### config.mk
export PLATFORM = sky130hd
export DESIGN_NAME = vpsrs_div
export DESIGN_NICKNAME = d
export VERILOG_FILES = /design/src/rtl/vpsrs_pkg.sv /design/src/rtl/vpsrs_div.sv
export SDC_FILE = /design/constraint.sdc
export NUM_CORES = 2
export LEC_CHECK = 0
export ABC_CLOCK_PERIOD_IN_PS = 13500
export BUFFER_PORTS_ARGS = -buffer_cell sky130_fd_sc_hd__buf_2
export CORE_ASPECT_RATIO = 1.25
export CORE_UTILIZATION = 55
export DETAILED_ROUTE_END_ITERATION = 12
export PLACE_DENSITY = 0.7
export SYNTH_ARGS = -nofsm -noshare
export SYNTH_HDL_FRONTEND = slang
export SYNTH_SLANG_ARGS = --single-unit
### constraint.sdc
create_clock -name i_clk -period 13.5 [get_ports i_clk]
set_input_delay 2.7 -clock i_clk [delete_from_list [all_inputs] [get_ports i_clk]]
set_output_delay 2.7 -clock i_clk [all_outputs]
set_load 0.05 [all_outputs]
### src/rtl/vpsrs_pkg.sv
`timescale 1ns / 1ps

package vpsrs_pkg;

    // Defaults of the top level parameters.
    localparam int DEF_COORD_BITS      = 21;
    localparam int DEF_COORD_FRAC_BITS = 10;
    localparam int DEF_TRIG_FRAC_BITS  = 30;

    // Fixed field widths.
    localparam int TRIG_W    = 32;          // one cosine or sine word
    localparam int COEF_W    = TRIG_W + 1;  // room for a negated sine
    localparam int SNAP_W    = 20;          // grid step
    localparam int PACK_W    = 63;          // packed triple registers
    localparam int ROT_W     = 64;          // packed cosine/sine registers
    localparam int CFG_IDX_W = 3;
    localparam int CFG_DAT_W = 64;

    // Register indexes of the configuration port.
    typedef enum logic [CFG_IDX_W-1:0] {
        CFG_PIVOT     = 3'd0,
        CFG_SCALE     = 3'd1,
        CFG_TRANSLATE = 3'd2,
        CFG_ROT_X     = 3'd3,
        CFG_ROT_Y     = 3'd4,
        CFG_ROT_Z     = 3'd5,
        CFG_SNAP      = 3'd6
    } t_cfg_idx;

    // Reset value of the scale register: 1.0 in every field that fits.
    function automatic logic [PACK_W-1:0] scale_reset(input int cb, input int fb);
        logic [PACK_W-1:0] v;
        v = '0;
        for (int i = 0; i < 3; i++) begin
            if (i * cb + fb < PACK_W) begin
                v[i * cb + fb] = 1'b1;
            end
        end
        return v;
    endfunction

endpackage

### src/rtl/vpsrs_div.sv
`timescale 1ns / 1ps

// Pipelined restoring divider, one quotient bit per stage, with a sideband
// that travels alongside the dividend.
module vpsrs_div
    import vpsrs_pkg::*;
#(
    parameter int A_W  = DEF_COORD_BITS + 3,
    parameter int SB_W = DEF_COORD_BITS + 4
) (
    input  logic              i_clk,
    input  logic              i_ce,
    input  logic [SNAP_W-1:0] i_g,
    input  logic [A_W-1:0]    i_a,
    input  logic [SB_W-1:0]   i_sb,
    output logic [A_W-1:0]    o_q,
    output logic [SNAP_W-1:0] o_rem,
    output logic [SB_W-1:0]   o_sb
);

    logic [SNAP_W-1:0] r_rem [A_W];
    logic [A_W-1:0]    r_q   [A_W];
    logic [A_W-1:0]    r_a   [A_W];
    logic [SB_W-1:0]   r_sb  [A_W];

    for (genvar k = 0; k < A_W; k++) begin : g_stage
        logic [SNAP_W-1:0] p_rem;
        logic [A_W-1:0]    p_q, p_a;
        logic [SB_W-1:0]   p_sb;
        logic [SNAP_W:0]   trial;
        logic              ge;

        if (k == 0) begin : g_first
            assign p_rem = '0;
            assign p_q   = '0;
            assign p_a   = i_a;
            assign p_sb  = i_sb;
        end else begin : g_next
            assign p_rem = r_rem[k-1];
            assign p_q   = r_q[k-1];
            assign p_a   = r_a[k-1];
            assign p_sb  = r_sb[k-1];
        end

        assign trial = {p_rem, p_a[A_W-1-k]};
        assign ge    = trial >= {1'b0, i_g};

        always_ff @(posedge i_clk) begin
            if (i_ce) begin
                r_rem[k] <= ge ? SNAP_W'(trial - {1'b0, i_g}) : SNAP_W'(trial);
                r_q[k]   <= {p_q[A_W-2:0], ge};
                r_a[k]   <= p_a;
                r_sb[k]  <= p_sb;
            end
        end
    end

    assign o_q   = r_q[A_W-1];
    assign o_rem = r_rem[A_W-1];
    assign o_sb  = r_sb[A_W-1];

endmodule

==> flow_summary.ini <==
[run_status]
status = finished clean

[detailed_routing]
wl_per_cell_um = 20.0
routed_wl_mm = 154
num_vias = 44500
vias_per_cell = 5.78
drc_errors = 0
first_iter_violations = 3355
drt-pass1-iter-count = 5
ant_nets = 0

[logic_synthesis]
synthArstFlopShare_pct = 0
netlist_area_um2 = 76900
seq_area_frac_synth_pct = 64.7
syn_nets = 6005
avgSynthCellArea_um2 = 14.1
synth-edff-count = 1656
synth_warnings = 0
syn_inst = 5449
synthFlopType = edfxtp_1
synth_area_leaders = edfxtp_1, ha_1, mux2_1
yosys.area.top_type = edfxtp_1
yosysTopAreaCellShare_pct = 64.7
synth_cell_types = 88
synth.ff_latch_count = 1656

[timing]
fmax_ghz = 0.160
period_needed_ns = 6.25
fin_crit_sh_pct = 46.3
worst_pin_slew_ns = 1.22
rsz0062_at_grt = no
slew_headroom_pct = 18.3
hold_ws_ns = 0.383
hold_violations = 0
skew_ns = 0.0537
slew_viol_final = 0
setup_viol = 0
fin_tns_setup_ns = 0

[global_route]
antenna_found_initial = 3
grt_first_pass_wirelength_mm = 237
grt_max_degree = 212
gr-total-overflow = 0
grt_pass1_vias = 43600
grt_use_total_pct = 21.8

[cts]
clk-insertion-delay-late_ns = 0.82
clk_pin_slew_ns = 0.06
cts_hold_buf = 0
cts_buffers = 163
cts.sinks = 1656
clockRootBuffer = clkbuf_16
cts_max_level = 4
cts_tree = yes
cts_setup_buffers = 0
cts_resized = 0
cts_buffer_depth = 3

[cells_and_area]
num_antenna_cells = 0
most-common-layout-cells = edfxtp_1, ha_1, a21oi_1
final.fill_count = 10500
drive_above_1_share_pct = 9.14
final_common_cell = edfxtp_1
synthToLayoutAreaGrowth_pct = 11.0
finalNetCount = 6263
stdcell_count = 7702

[floorplan]
rows = 153
pin_count = 140
die_w_um = 336
die_h_um = 420
fp.coreArea_um2 = 139000
start_util_pct = 55.3
die_area_um2 = 141000

[critical_path]
start_kind = input port
slowest_delay_ns = 0.64
worstSetupPathType = input port to flop
cp-end-kind = flop
path_common_cell = a21oi_1
crit_chain = buf_2 -> inv_1 -> buf_4 -> ha_1 -> a21oi_1 -> nor3b_1 -> a21oi_1 -> a211oi_1 -> o211ai_1 -> o311ai_1 -> nand2_1 -> mux2_1
crit_fanout = 23
crit_slowest_cell = nand2_1
worstPathRequired_ns = 14.05
crit_arrival_ns = 6.80

[hold_path]
hold_class = flop to flop

[pwr]
ir_drop_uv = 149
leakagePower_nw = 32.1
power.density_nw_per_um2 = 229
p_total_mw = 19.5

[placed_design]
hpwlAfterDp_mm = 97.7
port-buffer-count = 139
place_congestion = 0.907
place_inst = 7402

[flow_run]
cap_violations = 0
-- kinds of logic (layout without fill, tap and decap cells) --
logic type | after synthesis | after routing | share of synthesized area (%)
fa+ha+maj | 485 | 485 | 8.12
simple gates | 1117 | 1117 | 6.92
xor+xnor | 347 | 347 | 3.95
buf+inv | 257 | 650 | 1.35
flops | 1656 | 1656 | 64.7
mux | 270 | 270 | 4.04
compound gates | 1317 | 1317 | 10.9
-- power by group --
group | leakage, nW | internal (mW) | switching [mW]
sequential | 16.2 | 7.14 | 0.598
clock | 2.56 | 2.50 | 1.97
combinational | 13.4 | 3.23 | 4.11
-- worst paths after layout --
path,startpoint,to,slack [ns],cells after the start
worst min-delay path,r_a[1][29],r_a[1][53],0.38,0
worst max register to register,r_rem[2][120],r_rem[2][157],9.46,10
worst min register to register,r_a[1][29],r_a[1][53],0.38,0
worst max-delay path,i_g[6],r_rem[2][157],7.25,12
-- sequential cells by signal, summed over array words and instances, names as in the netlist --
| name | cells |
|---|---|
| r_sb | 600 |
| r_rem | 480 |
| r_q | 300 |
| r_a | 276 |
-- worst max-delay path: cells and delay by family --
kind / cells / cell delay [ns]
buffers and inverters: 3 / 0.67
multiplexers: 1 / 0.56
AND/OR/NAND/NOR: 2 / 0.86
adder cells (fa/ha/maj): 1 / 0.41
AO/OA/AOI/OAI: 5 / 1.56
-- synth_stat cells, types with 15 or more instances --
cell type / count
xor2_1: 137
a21o_1: 201
a211o_1: 16
a21oi_1: 373
mux2_1: 189
a31oi_1: 49
mux2_2: 26
o21ai_1: 160
or3_1: 16
nand3_1: 85
nand2b_1: 44
edfxtp_1: 1656
o31ai_1: 24
nor4_1: 16
xnor2_1: 210
mux2_4: 27
o31a_1: 30
o21ai_0: 144
nor2_1: 316
fa_1: 23
a311oi_1: 16
a211oi_1: 33
nand4_1: 63
and2_1: 15
mux2i_1: 28
a21boi_0: 16
clkbuf_1: 74
nor3_1: 69
nor2b_1: 75
o21a_1: 70
inv_1: 147
o211ai_1: 18
ha_1: 462
and3_1: 45
o21bai_1: 38
nand2_1: 314
-- per-layer routing --
layer	vias to the layer above	wire (um)	track usage, %	share of wire (%)
met5	-	0	0	0
met4	0	6190	9.49	4.0
met3	358	6660	3.17	4.3
met2	1090	77400	38.1	50
met1	21500	63600	26.9	41
li1	21500	-	-	-
-- layout make-up --
class / count / area (um2) / share of cell area, %
inverters: 157 / 589 / 0.691
multi-input cells: 3536 / 26200 / 30.7
clock buffers: 186 / 4210 / 4.93
repair buffers: 193 / 1190 / 1.40
clock inverters: 114 / 1080 / 1.27
well taps: 1860 / 2330 / 2.73
flip-flops and latches: 1656 / 49700 / 58.3
-- through the flow --
stage | utilization (%) | worst slack, ns | cell area, um2
5_1_grt | 61.4 | 7.09 | 85300
2_1_floorplan | - | 7.13 | 76900
3_3_place_gp | 57.6 | 6.59 | 80000
4_1_cts | 61.4 | 7.37 | 85300
3_5_place_dp | 57.6 | 6.49 | 80000
6_report | 61.4 | 7.25 | 85300
Note: power is estimated with default switching activity, not from simulation.
